File: config.mk
export PLATFORM = sky130hd
export DESIGN_NAME = swg_ctrl
export DESIGN_NICKNAME = d
export VERILOG_FILES = /design/src/design/swg_pkg.sv /design/src/design/swg_ctrl.sv
export SDC_FILE = /design/constraint.sdc
export NUM_CORES = 2
export LEC_CHECK = 0
export BUFFER_PORTS_ARGS = -buffer_cell sky130_fd_sc_hd__buf_2
export CAP_MARGIN = 20
export CORE_MARGIN = 3
export CORE_UTILIZATION = 25
export DETAILED_ROUTE_END_ITERATION = 10
export GPL_TIMING_DRIVEN = 0
export HOLD_SLACK_MARGIN = 0.06
export PLACE_DENSITY = 0.41
export REMOVE_ABC_BUFFERS = 1
export SLEW_MARGIN = 40
export SYNTH_ARGS = -nofsm -noshare
export SYNTH_HDL_FRONTEND = slang
export SYNTH_SLANG_ARGS = --single-unit
export TNS_END_PERCENT = 100
File: constraint.sdc
create_clock -name clock -period 11.55 [get_ports clock]
set_input_delay 0.5775 -clock clock [delete_from_list [all_inputs] [get_ports clock]]
set_output_delay 0.5775 -clock clock [all_outputs]
set_load 0.01 [all_outputs]
File: src/design/swg_pkg.sv
// Shared types, codes and defaults of the sliding-window event guard.
package swg_pkg;

   localparam int DEF_NUM_FUNCTIONS   = 16;
   localparam int DEF_NUM_EVENT_TYPES = 6;
   localparam int DEF_MAX_RECORDS     = 32;
   localparam int DEF_TIME_BITS       = 48;

   typedef enum logic [2:0] {
      OP_ADD_EVENT   = 3'd0,
      OP_REMOVE      = 3'd1,
      OP_QUERY_EVENT = 3'd2,
      OP_QUERY_GEN   = 3'd3,
      OP_SET_EVENT   = 3'd4,
      OP_SET_GEN     = 3'd5,
      OP_RESET_FUNC  = 3'd6,
      OP_UNUSED      = 3'd7
   } op_type;

   localparam logic [1:0] ST_NORMAL   = 2'd0;
   localparam logic [1:0] ST_FULL     = 2'd1;
   localparam logic [1:0] ST_OVERFLOW = 2'd2;
   localparam logic [1:0] ST_INVALID  = 2'd3;

   localparam logic [1:0] STATUS_OK       = 2'd0;
   localparam logic [1:0] STATUS_FAIL     = 2'd1;
   localparam logic [1:0] STATUS_OVERFLOW = 2'd2;

   typedef enum logic [3:0] {
      S_IDLE,
      S_DISPATCH,
      S_EX_RD,
      S_EX_LOAD,
      S_EX_TEST,
      S_EX_CMP,
      S_EX_WB,
      S_OP_RD,
      S_OP_LOAD,
      S_OP_EXEC,
      S_FINISH,
      S_RESP
   } ctl_state_type;

   typedef struct packed {
      logic [2:0]  operation;
      logic [3:0]  function_index;
      logic [2:0]  event_type;
      logic [47:0] now;
      logic [5:0]  new_threshold;
      logic [47:0] new_interval;
      logic [1:0]  new_state;
   } req_type;

   typedef struct packed {
      logic [1:0]  status;
      logic [1:0]  event_state;
      logic        guard_enabled;
      logic [5:0]  active_count;
      logic [31:0] total_count;
      logic [5:0]  threshold_value;
      logic [47:0] interval_value;
      logic [31:0] overflow_total;
   } rsp_type;

endpackage

File: src/design/swg_ctrl.sv
// Sequencer: expiry walk with a shared age comparator, operation execution and response.
module swg_ctrl
   import swg_pkg::*;
#(
   parameter int NUM_FUNCTIONS   = DEF_NUM_FUNCTIONS,
   parameter int NUM_EVENT_TYPES = DEF_NUM_EVENT_TYPES,
   parameter int MAX_RECORDS     = DEF_MAX_RECORDS,
   parameter int TIME_BITS       = DEF_TIME_BITS,
   localparam int NE  = NUM_FUNCTIONS * NUM_EVENT_TYPES,
   localparam int CW  = $clog2(MAX_RECORDS + 1),
   localparam int SW  = (MAX_RECORDS > 1) ? $clog2(MAX_RECORDS) : 1,
   localparam int TW  = TIME_BITS,
   localparam int EW  = TW + CW + 2 + 32 + SW + CW,
   localparam int EAW = (NE > 1) ? $clog2(NE) : 1,
   localparam int LAW = (NE * MAX_RECORDS > 1) ? $clog2(NE * MAX_RECORDS) : 1
) (
   input  logic           clock,
   input  logic           reset,
   input  logic           req_valid,
   output logic           req_stall,
   input  req_type        req,
   output logic           rsp_valid,
   input  logic           rsp_stall,
   output rsp_type        rsp,
   output logic           ent_rd_en,
   output logic [EAW-1:0] ent_rd_addr,
   input  logic [EW-1:0]  ent_rd_data,
   output logic           ent_wr_en,
   output logic [EAW-1:0] ent_wr_addr,
   output logic [EW-1:0]  ent_wr_data,
   output logic           log_rd_en,
   output logic [LAW-1:0] log_rd_addr,
   input  logic [TW-1:0]  log_rd_data,
   output logic           log_wr_en,
   output logic [LAW-1:0] log_wr_addr,
   output logic [TW-1:0]  log_wr_data
);

   localparam int FW  = (NUM_FUNCTIONS > 1) ? $clog2(NUM_FUNCTIONS) : 1;
   localparam int TTW = (NUM_EVENT_TYPES > 1) ? $clog2(NUM_EVENT_TYPES) : 1;
   localparam int O_OLD = CW;
   localparam int O_ACC = CW + SW;
   localparam int O_ST  = CW + SW + 32;
   localparam int O_THR = CW + SW + 34;
   localparam int O_INT = CW + SW + 34 + CW;

   ctl_state_type state_ff, state_in;
   req_type       req_ff, req_in;
   logic [1:0]    status_ff, status_in;
   logic          go_ff, go_in;
   logic          rok_ff, rok_in;
   logic [TTW-1:0] t_cnt_ff, t_cnt_in;

   // working entry
   logic [CW-1:0] cur_act_ff, cur_act_in;
   logic [SW-1:0] cur_old_ff, cur_old_in;
   logic [31:0]   cur_acc_ff, cur_acc_in;
   logic [1:0]    cur_st_ff, cur_st_in;
   logic [CW-1:0] cur_thr_ff, cur_thr_in;
   logic [TW-1:0] cur_int_ff, cur_int_in;

   // captured response entry
   logic [CW-1:0] r_act_ff, r_act_in;
   logic [31:0]   r_acc_ff, r_acc_in;
   logic [1:0]    r_st_ff, r_st_in;
   logic [CW-1:0] r_thr_ff, r_thr_in;
   logic [TW-1:0] r_int_ff, r_int_in;

   logic [NUM_FUNCTIONS-1:0] enabled_ff, enabled_in;
   logic [31:0]              rejected_ff [NUM_FUNCTIONS];
   logic [31:0]              rejected_in [NUM_FUNCTIONS];

   logic          fval, tval;
   logic [FW-1:0] fidx;
   logic [TTW-1:0] treq;
   op_type        op;
   logic [TW-1:0] now_t;
   logic [TW-1:0] age;
   logic [EAW-1:0] ent_addr;
   logic [CW:0]   slot_sum;
   logic [SW-1:0] wslot;
   logic [SW-1:0] old_next;
   logic          last_t;

   assign op     = op_type'(req_ff.operation);
   assign fval   = int'(req_ff.function_index) < NUM_FUNCTIONS;
   assign tval   = int'(req_ff.event_type) < NUM_EVENT_TYPES;
   assign fidx   = FW'(req_ff.function_index);
   assign treq   = TTW'(req_ff.event_type);
   assign now_t  = TW'(req_ff.now);
   assign last_t = (int'(t_cnt_ff) == NUM_EVENT_TYPES - 1);
   assign ent_addr = EAW'(int'(fidx) * NUM_EVENT_TYPES + int'(t_cnt_ff));

   // shared age comparator operand and ring arithmetic
   assign age      = now_t - log_rd_data;
   assign old_next = (int'(cur_old_ff) == MAX_RECORDS - 1) ? '0 : cur_old_ff + 1'b1;
   assign slot_sum = (CW+1)'(cur_old_ff) + (CW+1)'(cur_act_ff);
   assign wslot    = (slot_sum >= (CW+1)'(MAX_RECORDS)) ?
                     SW'(slot_sum - (CW+1)'(MAX_RECORDS)) : SW'(slot_sum);

   // memory addresses and write data
   assign ent_rd_addr = ent_addr;
   assign ent_wr_addr = ent_addr;
   assign ent_wr_data = {cur_int_in, cur_thr_in, cur_st_in, cur_acc_in, cur_old_in, cur_act_in};
   assign log_wr_data = now_t;

   // next state and datapath
   always_comb begin
      state_in   = state_ff;
      req_in     = req_ff;
      status_in  = status_ff;
      go_in      = go_ff;
      rok_in     = rok_ff;
      t_cnt_in   = t_cnt_ff;
      cur_act_in = cur_act_ff;
      cur_old_in = cur_old_ff;
      cur_acc_in = cur_acc_ff;
      cur_st_in  = cur_st_ff;
      cur_thr_in = cur_thr_ff;
      cur_int_in = cur_int_ff;
      r_act_in   = r_act_ff;
      r_acc_in   = r_acc_ff;
      r_st_in    = r_st_ff;
      r_thr_in   = r_thr_ff;
      r_int_in   = r_int_ff;
      enabled_in = enabled_ff;
      rejected_in = rejected_ff;
      req_stall  = 1'b1;
      rsp_valid  = 1'b0;
      ent_rd_en  = 1'b0;
      ent_wr_en  = 1'b0;
      log_rd_en  = 1'b0;
      log_wr_en  = 1'b0;
      log_rd_addr = LAW'(int'(ent_addr) * MAX_RECORDS + int'(cur_old_ff));
      log_wr_addr = LAW'(int'(ent_addr) * MAX_RECORDS + int'(wslot));

      unique case (state_ff)
         S_IDLE: begin
            req_stall = 1'b0;
            if (req_valid) begin
               req_in   = req;
               state_in = S_DISPATCH;
            end
         end

         // decide what the item does
         S_DISPATCH: begin
            if (!fval) begin
               status_in = STATUS_FAIL;
               rok_in    = 1'b0;
               state_in  = S_RESP;
            end else begin
               rok_in = tval;
               unique case (op)
                  OP_ADD_EVENT:   go_in = tval && enabled_ff[fidx];
                  OP_REMOVE:      go_in = tval;
                  OP_QUERY_EVENT: go_in = tval;
                  OP_QUERY_GEN:   go_in = 1'b1;
                  OP_SET_EVENT:   go_in = tval && (int'(req_ff.new_threshold) <= MAX_RECORDS)
                                          && (req_ff.new_state != ST_INVALID);
                  OP_SET_GEN:     go_in = 1'b1;
                  OP_RESET_FUNC:  go_in = 1'b1;
                  default:        go_in = 1'b0;
               endcase
               status_in = go_in ? STATUS_OK : STATUS_FAIL;
               if (go_in && (op == OP_ADD_EVENT || op == OP_QUERY_EVENT ||
                             op == OP_QUERY_GEN)) begin
                  t_cnt_in = '0;
                  state_in = S_EX_RD;
               end else if (op == OP_RESET_FUNC) begin
                  t_cnt_in = '0;
                  state_in = S_OP_RD;
               end else if (tval) begin
                  t_cnt_in = treq;
                  state_in = S_OP_RD;
               end else begin
                  state_in = S_FINISH;
               end
            end
         end

         // expiry walk over the function's event types
         S_EX_RD: begin
            ent_rd_en = 1'b1;
            state_in  = S_EX_LOAD;
         end

         S_EX_LOAD: begin
            cur_act_in = ent_rd_data[CW-1:0];
            cur_old_in = ent_rd_data[O_OLD +: SW];
            cur_acc_in = ent_rd_data[O_ACC +: 32];
            cur_st_in  = ent_rd_data[O_ST +: 2];
            cur_thr_in = ent_rd_data[O_THR +: CW];
            cur_int_in = ent_rd_data[O_INT +: TW];
            state_in   = S_EX_TEST;
         end

         S_EX_TEST: begin
            if (cur_act_ff == '0) begin
               state_in = S_EX_WB;
            end else begin
               log_rd_en = 1'b1;
               state_in  = S_EX_CMP;
            end
         end

         // drop the oldest record once it has aged out
         S_EX_CMP: begin
            if (age < cur_int_ff) begin
               state_in = S_EX_WB;
            end else begin
               cur_act_in = cur_act_ff - 1'b1;
               cur_st_in  = ST_NORMAL;
               cur_old_in = old_next;
               state_in   = S_EX_TEST;
            end
         end

         S_EX_WB: begin
            ent_wr_en = 1'b1;
            if (!last_t) begin
               t_cnt_in = t_cnt_ff + 1'b1;
               state_in = S_EX_RD;
            end else if (tval) begin
               t_cnt_in = treq;
               state_in = S_OP_RD;
            end else begin
               state_in = S_FINISH;
            end
         end

         // operation on the addressed entry, or on every entry of the function for a reset
         S_OP_RD: begin
            ent_rd_en = 1'b1;
            state_in  = S_OP_LOAD;
         end

         S_OP_LOAD: begin
            cur_act_in = ent_rd_data[CW-1:0];
            cur_old_in = ent_rd_data[O_OLD +: SW];
            cur_acc_in = ent_rd_data[O_ACC +: 32];
            cur_st_in  = ent_rd_data[O_ST +: 2];
            cur_thr_in = ent_rd_data[O_THR +: CW];
            cur_int_in = ent_rd_data[O_INT +: TW];
            state_in   = S_OP_EXEC;
         end

         S_OP_EXEC: begin
            if (go_ff) begin
               unique case (op)
                  OP_ADD_EVENT: begin
                     if (cur_act_ff >= cur_thr_ff) begin
                        rejected_in[fidx] = rejected_ff[fidx] + 32'd1;
                        cur_st_in = ST_OVERFLOW;
                        status_in = STATUS_OVERFLOW;
                     end else begin
                        log_wr_en  = 1'b1;
                        cur_act_in = cur_act_ff + 1'b1;
                        cur_acc_in = cur_acc_ff + 32'd1;
                        if (cur_act_in == cur_thr_ff) begin
                           cur_st_in = ST_FULL;
                        end
                     end
                  end
                  OP_REMOVE: begin
                     if (enabled_ff[fidx] && cur_st_ff == ST_NORMAL && cur_act_ff != '0) begin
                        cur_act_in = cur_act_ff - 1'b1;
                     end
                  end
                  OP_SET_EVENT: begin
                     cur_st_in  = req_ff.new_state;
                     cur_int_in = TW'(req_ff.new_interval);
                     cur_thr_in = CW'(req_ff.new_threshold);
                  end
                  OP_RESET_FUNC: begin
                     cur_act_in = '0;
                     cur_old_in = '0;
                     cur_acc_in = '0;
                     cur_st_in  = ST_NORMAL;
                  end
                  default: ;
               endcase
            end
            ent_wr_en = 1'b1;
            if (tval && t_cnt_ff == treq) begin
               r_act_in = cur_act_in;
               r_acc_in = cur_acc_in;
               r_st_in  = cur_st_in;
               r_thr_in = cur_thr_in;
               r_int_in = cur_int_in;
            end
            if (op == OP_RESET_FUNC && !last_t) begin
               t_cnt_in = t_cnt_ff + 1'b1;
               state_in = S_OP_RD;
            end else begin
               state_in = S_FINISH;
            end
         end

         // function-wide updates
         S_FINISH: begin
            if (go_ff && op == OP_SET_GEN) begin
               enabled_in[fidx] = (req_ff.new_state != ST_NORMAL);
            end
            if (go_ff && op == OP_RESET_FUNC) begin
               rejected_in[fidx] = '0;
            end
            state_in = S_RESP;
         end

         S_RESP: begin
            rsp_valid = 1'b1;
            if (!rsp_stall) begin
               state_in = S_IDLE;
            end
         end

         default: state_in = S_IDLE;
      endcase
   end

   // control and per-function registers
   always_ff @(posedge clock) begin
      if (reset) begin
         state_ff   <= S_IDLE;
         enabled_ff <= '1;
         for (int i = 0; i < NUM_FUNCTIONS; i++) begin
            rejected_ff[i] <= '0;
         end
      end else begin
         state_ff    <= state_in;
         enabled_ff  <= enabled_in;
         rejected_ff <= rejected_in;
      end
   end

   // payload registers
   always_ff @(posedge clock) begin
      req_ff     <= req_in;
      status_ff  <= status_in;
      go_ff      <= go_in;
      rok_ff     <= rok_in;
      t_cnt_ff   <= t_cnt_in;
      cur_act_ff <= cur_act_in;
      cur_old_ff <= cur_old_in;
      cur_acc_ff <= cur_acc_in;
      cur_st_ff  <= cur_st_in;
      cur_thr_ff <= cur_thr_in;
      cur_int_ff <= cur_int_in;
      r_act_ff   <= r_act_in;
      r_acc_ff   <= r_acc_in;
      r_st_ff    <= r_st_in;
      r_thr_ff   <= r_thr_in;
      r_int_ff   <= r_int_in;
   end

   // build the result item
   always_comb begin
      rsp        = '0;
      rsp.status = status_ff;
      if (fval) begin
         rsp.guard_enabled  = enabled_ff[fidx];
         rsp.overflow_total = rejected_ff[fidx];
         if (rok_ff) begin
            rsp.event_state     = r_st_ff;
            rsp.active_count    = 6'(r_act_ff);
            rsp.total_count     = r_acc_ff;
            rsp.threshold_value = 6'(r_thr_ff);
            rsp.interval_value  = 48'(r_int_ff);
         end
      end
   end

endmodule

Word-level counts from Yosys, hierarchy flattened
Index checks and enable logic that the tools add are counted.
W data, S select, Z words.
{"block": "classes", "add_sub_neg": 12, "n_mul": 1, "n_div": 0, "n_lt_le_gt_ge": 9, "eq_ne": 29, "n_shift": 0, "mux": 79, "n_bitwise": 3, "n_reduce_logical": 36}
{"operator": "$mux W512", "n": 4}
{"operator": "$pmux W512 S2", "n": 1}
{"operator": "$and A512 B512 Y512", "n": 1}
{"operator": "$bwmux W512", "n": 1}
{"operator": "$not A512 Y512", "n": 1}
{"operator": "$mux W32", "n": 5}
{"operator": "$bmux W32 S4", "n": 1}
{"operator": "$demux W32 S4", "n": 1}
{"operator": "$pmux W32 S2", "n": 2}
{"operator": "$mux W48", "n": 2}
{"operator": "$pmux W48 S2", "n": 1}
{"operator": "$mux W92", "n": 1}
{"operator": "$add A32 B1 Y32 const B", "n": 2}
{"operator": "$lt A48 B48 Y1", "n": 1}
{"operator": "$pmux W4 S12", "n": 1}
{"operator": "$sub A48 B48 Y48", "n": 1}
{"operator": "$mux W6", "n": 6}
{"operator": "$pmux W6 S3", "n": 2}
{"operator": "$mux W4", "n": 7}
{"operator": "$mux W5", "n": 5}
{"operator": "$add A12 B5 Y12", "n": 2}
{"operator": "$mux W2", "n": 10}
{"operator": "$bwmux W16", "n": 1}
{"operator": "$eq A4 B3 Y1 const B", "n": 4}
{"operator": "52 further kinds", "n": 106}
{"block": "word_totals", "reg_bits": 846, "latchBits": 0, "mem_bits_rw": 0, "romBits": 0, "output_inout_bits": 320, "elab_cells": 209, "memories": 0}

Logic depth before layout (Yosys ltp)
{"block": "depth", "ltp_word": 10, "mapped_depth": 23, "ltp_nobuf": 23}

Worst setup path before layout
Ideal clock, no wire load.
{"block": "synth_path", "path_kind": "flip-flop to flip-flop", "startpoint": "reg state_ff[3]", "endpoint": "reg r_acc_ff[0] (enable)", "setup_ps": 662, "t_arrival_ps": 7359, "required_time_ps": 10888, "path_slack_ps": 3529, "stages_incl_launch_ff": 5, "n_path_buf": 2, "synth_period_minus_slack_ps": 8021, "path_cell_list": "dfxtp_1 clkbuf_1 nand3_1 clkbuf_1 nor3_1"}
{"block": "synth_via", "elab_chain_len": 2}
{"element": "start: declaration", "line_no": "swg_ctrl.sv:47", "text": "ctl_state_type state_ff, state_in;"}
{"element": "start signal: assignment", "line_no": "swg_ctrl.sv:331", "text": "state_ff <= state_in;"}
{"element": "$eq A4 B4 Y1", "line_no": "swg_ctrl.sv:137", "text": "unique case (state_ff)"}
{"element": "$reduce_and A2 Y1 (no source line)"}
{"element": "end signal: assignment", "line_no": "swg_ctrl.sv:351", "text": "r_acc_ff <= r_acc_in;"}
{"element": "end: declaration", "line_no": "swg_ctrl.sv:64", "text": "logic [31:0] r_acc_ff, r_acc_in;"}
Every way passes these cells.
A chain may end at the register's enable or synchronous reset.

Worst setup path in the final report
{"block": "layout_path", "startpoint": "reg req_ff, in the netlist log_wr_data[13]", "endpoint": "out ent_wr_data[8]"}
{"block": "layout_via", "elab_chain_len": 4}
{"element": "start: declaration", "line_no": "swg_ctrl.sv:48", "text": "req_type req_ff, req_in;"}
{"element": "start signal: assignment", "line_no": "swg_ctrl.sv:339", "text": "req_ff <= req_in;"}
{"element": "$sub A48 B48 Y48", "line_no": "swg_ctrl.sv:95", "text": "assign age = now_t - log_rd_data;"}
{"element": "$lt A48 B48 Y1", "line_no": "swg_ctrl.sv:209", "text": "if (age < cur_int_ff) begin"}
{"element": "$mux W5", "line_no": "swg_ctrl.sv:209"}
{"element": "$pmux W5 S3", "line_no": "swg_ctrl.sv:137"}
{"element": "end: declaration", "line_no": "swg_ctrl.sv:30", "text": "output logic [EW-1:0] ent_wr_data,"}
Every way passes these cells.

==> results by group <==
Route
  – Antenna violation net count after detailed routing: 0
  – DRC violations left: 0
  – DR pass1 iterations: 6
  – Drt total wl: 181,000 um
  – Total number of vias: 37,000
  – Routed WL per cell: 24.6 um
  – 1st-iter DRT viols: 3,131
  – Vias/cell: 5.01

Power
  – Internal Pwr Total: 6.78 mW
  – Switching fraction of total power: 38.2%
  – Power, Total: 11.0 mW
  – Combinational share of power: 35.6%
  – Clock power share: 30.7%
  – Cell leakage power: 20.4 nW
  – Worst VDD drop: 0.000129 V
  – NetSw: 4.20 mW
  – Power Density: 203 mW/mm^2
  – Sequential Power Share: 33.6%

CTS
  – Post-cts resize count: 0
  – CTS Buffer Depth: 3
  – Root Driver: clkbuf_16
  – Clock sinks: 846
  – CTS clk-pin slew, worst paths: 0.06 ns
  – Cts bufs inserted: 105
  – H-tree depth: 3
  – Worst-skew pair later-pin latency: 0.77 ns
  – CTS tree: yes

STA
  – Pins Over Slew Limit: 0
  – Final setup violation count: 0
  – Setup_tns: 0 ns
  – Slew HR: 42.8%
  – Fmax: 0.126 GHz
  – RSZ-0062 raised after global routing: false
  – Min Clock Period, post-route: 7.91 ns
  – Final Skew: 0.0787 ns
  – Final worst slack: 3.64 ns
  – Fin crit share: 68.5%
  – Hold Slack: 0.0979 ns
  – Endpoints failing hold: 0
  – Worst-Margin Slew: 0.850 ns

Synth
  – Post-synth EDFFs: 215
  – Number of synthesized register bits: 846
  – Dominant cells by area after synthesis: dfxtp_1, edfxtp_1, nand2_1, mux4_2, o21ai_0
  – Mapped Area: 0.0428 mm^2
  – Post-Syn Instances: 4,490
  – Yosys top cell by area: dfxtp_1
  – Distinct cells, synth: 102
  – Sequential share of the synthesized area: 44.6%
  – Ys Warns: 0
  – Top-area cell type share of the netlist area: 29.5%
  – Avg Cell Area, Syn: 9.54 um^2
  – Most used flip-flop cell after synthesis: dfxtp_1
  – Async S/R FF share, synth: 0%

Placement
  – Area of placed instances: 0.0492 mm^2
  – GPL Wtd Cong: 0.842
  – IO buf count: 584
  – Post-DP HPWL: 136,000 um
  – Post-place setup slack: 4.36 ns
  – Inst Count DP: 7,039

Floorplanning
  – Row count: 151
  – Die area: 0.176 mm^2
  – DIE WIDTH: 420 um
  – # IOs: 585
  – Die Y: 420 um
  – Starting density of the core: 25.2%
  – Core ar.: 0.170 mm^2

Worst setup path
  – R2R setup slack: 5.02 ns
  – Crit start category: flip-flop
  – Data arrival time of the critical path: 7.33 ns
  – Crit path required time: 10.97 ns
  – WS Path Type: flip-flop to output pin
  – Crit-path max FO: 6
  – CP Capture Type: output pin

Cells and area
  – Commonest non-fill, non-tap cells in the layout: dfxtp_1, nand2_1, buf_2, o21ai_0, a21oi_1
  – Final Core Density: 31.8%
  – Fin cells: 7,376
  – Cell area after layout: 0.0541 mm^2
  – Area Overhead vs Synth: 26.3%
  – Layout Nets: 5,453
  – Commonest non-fill, non-tap cell in the layout: dfxtp_1
  – Share of layout cells above drive strength 1: 22.6%

GRT
  – Gr ovfl total: 0
  – First-pass GRT wire length: 260,000 um
  – Pin count of the biggest net entering global routing: 89
  – All-Layer GR Usage: 19.9%
  – Number of global-route vias before repair: 35,700
  – Initial antenna violation count: 37

Flow run
  – Max_cap viols: 0

Min path
  – Worst hold path class: input port to flip-flop

Run status
  – Status: finished clean
-- layer usage --
layer | share of wire, % | global-route usage (%) | vias to the layer above | routed length, um
met5 | 0.025 | 0 | - | 46
met4 | 3.1 | 6.52 | 8 | 5550
met3 | 6.2 | 3.69 | 234 | 11200
met2 | 48 | 33.4 | 1063 | 86400
met1 | 43 | 25.7 | 18300 | 78000
li1 | - | - | 17300 | -
-- power groups by stage --
stage          combinational (mW)  sequential (mW)  clock (mW)
2_1_floorplan                1.99             3.77           0
5_1_grt                      4.27             3.73        3.57
3_5_place_dp                 3.89             3.76           0
4_1_cts                      3.95             3.69        3.46
6_report                     3.91             3.69        3.37
3_3_place_gp                 3.56             3.96           0
-- worst paths after layout --
path,start,end,cells after the start
setup reg to reg,log_wr_data[13],cur_old_ff[2],18
setup / recovery,log_wr_data[13],ent_wr_data[8],19
hold / removal,req[112],op[1],1
hold reg to reg,rejected_ff[43],rejected_ff[43],2
-- worst max-delay path: stages (launching register included) --
cell       delay (ns)
edfxtp_1         0.48
ha_1             0.40
a211o_1          0.33
a2111oi_0        0.71
o211ai_1         0.35
a211oi_1         0.51
o21ai_0          0.33
a211o_1          0.36
a21oi_1          0.18
xnor2_1          0.09
ha_1             0.31
nand4_1          0.22
nor4_1           0.33
nand2b_1         0.14
a31oi_1          0.47
o211ai_1         0.26
nand3_1          0.37
nand2_1          0.21
a211o_1          0.36
buf_2            0.19
-- cells by family after synthesis --
family / count (synthesis) / share of synthesized area, %
compound gates: 1200 / 17.3
xor+xnor: 87 / 1.78
fa+ha+maj: 129 / 3.84
buf+inv: 559 / 6.44
flops: 846 / 44.6
mux: 174 / 8.43
simple gates: 1495 / 17.6
-- state kept, by name, summed over array words and instances (netlist names), 5 cells and up --
signal / count
r_thr_ff: 6
cur_acc_ff: 32
cur_thr_ff: 6
r_acc_ff: 32
rejected_ff: 512
enabled_ff: 16
cur_act_ff: 6
cur_int_ff: 48
log_wr_data: 48
r_int_ff: 48
cur_old_ff: 5
r_act_ff: 6
req_ff: 56
-- synth_stat cells (14+ instances only) --
library cell	number
a21o_1	56
a31oi_1	33
and2_1	104
o21ai_1	53
nand3b_1	226
a22oi_1	159
dfxtp_1	631
ha_1	125
and3_1	27
nand4_1	29
o211ai_1	25
nor2_1	207
xnor2_1	58
mux2i_1	29
xor2_1	29
nor2b_1	14
a211oi_1	26
nor3_1	37
o21ai_0	392
clkbuf_1	271
mux4_2	98
edfxtp_1	215
o21a_1	15
nand2b_1	27
or3_1	46
mux4_1	38
buf_4	80
a21oi_1	271
nand3_1	95
buf_2	16
nand2_1	610
inv_1	145
nand2_2	30
a21oi_2	25
o311ai_0	23
-- layout make-up --
class / count / area (um^2)
Sequential cell: 846 / 19100
Tap cell: 2218 / 2780
Clock buffer: 151 / 3000
Fill cell: 17600 / 116000
Clock inverter: 39 / 507
Inverter: 148 / 566
Multi-Input combinational cell: 3085 / 21500
Antenna cell: 16 / 40.0
Timing Repair Buffer: 873 / 6590
-- what timing repair did --
action                                  CTS  global route
hold buffers                            131             0
buffers inserted                          0             0
endpoints found under the setup margin    0             0
hold endpoints to repair                131             0
Power figures use the tool's default switching activity.
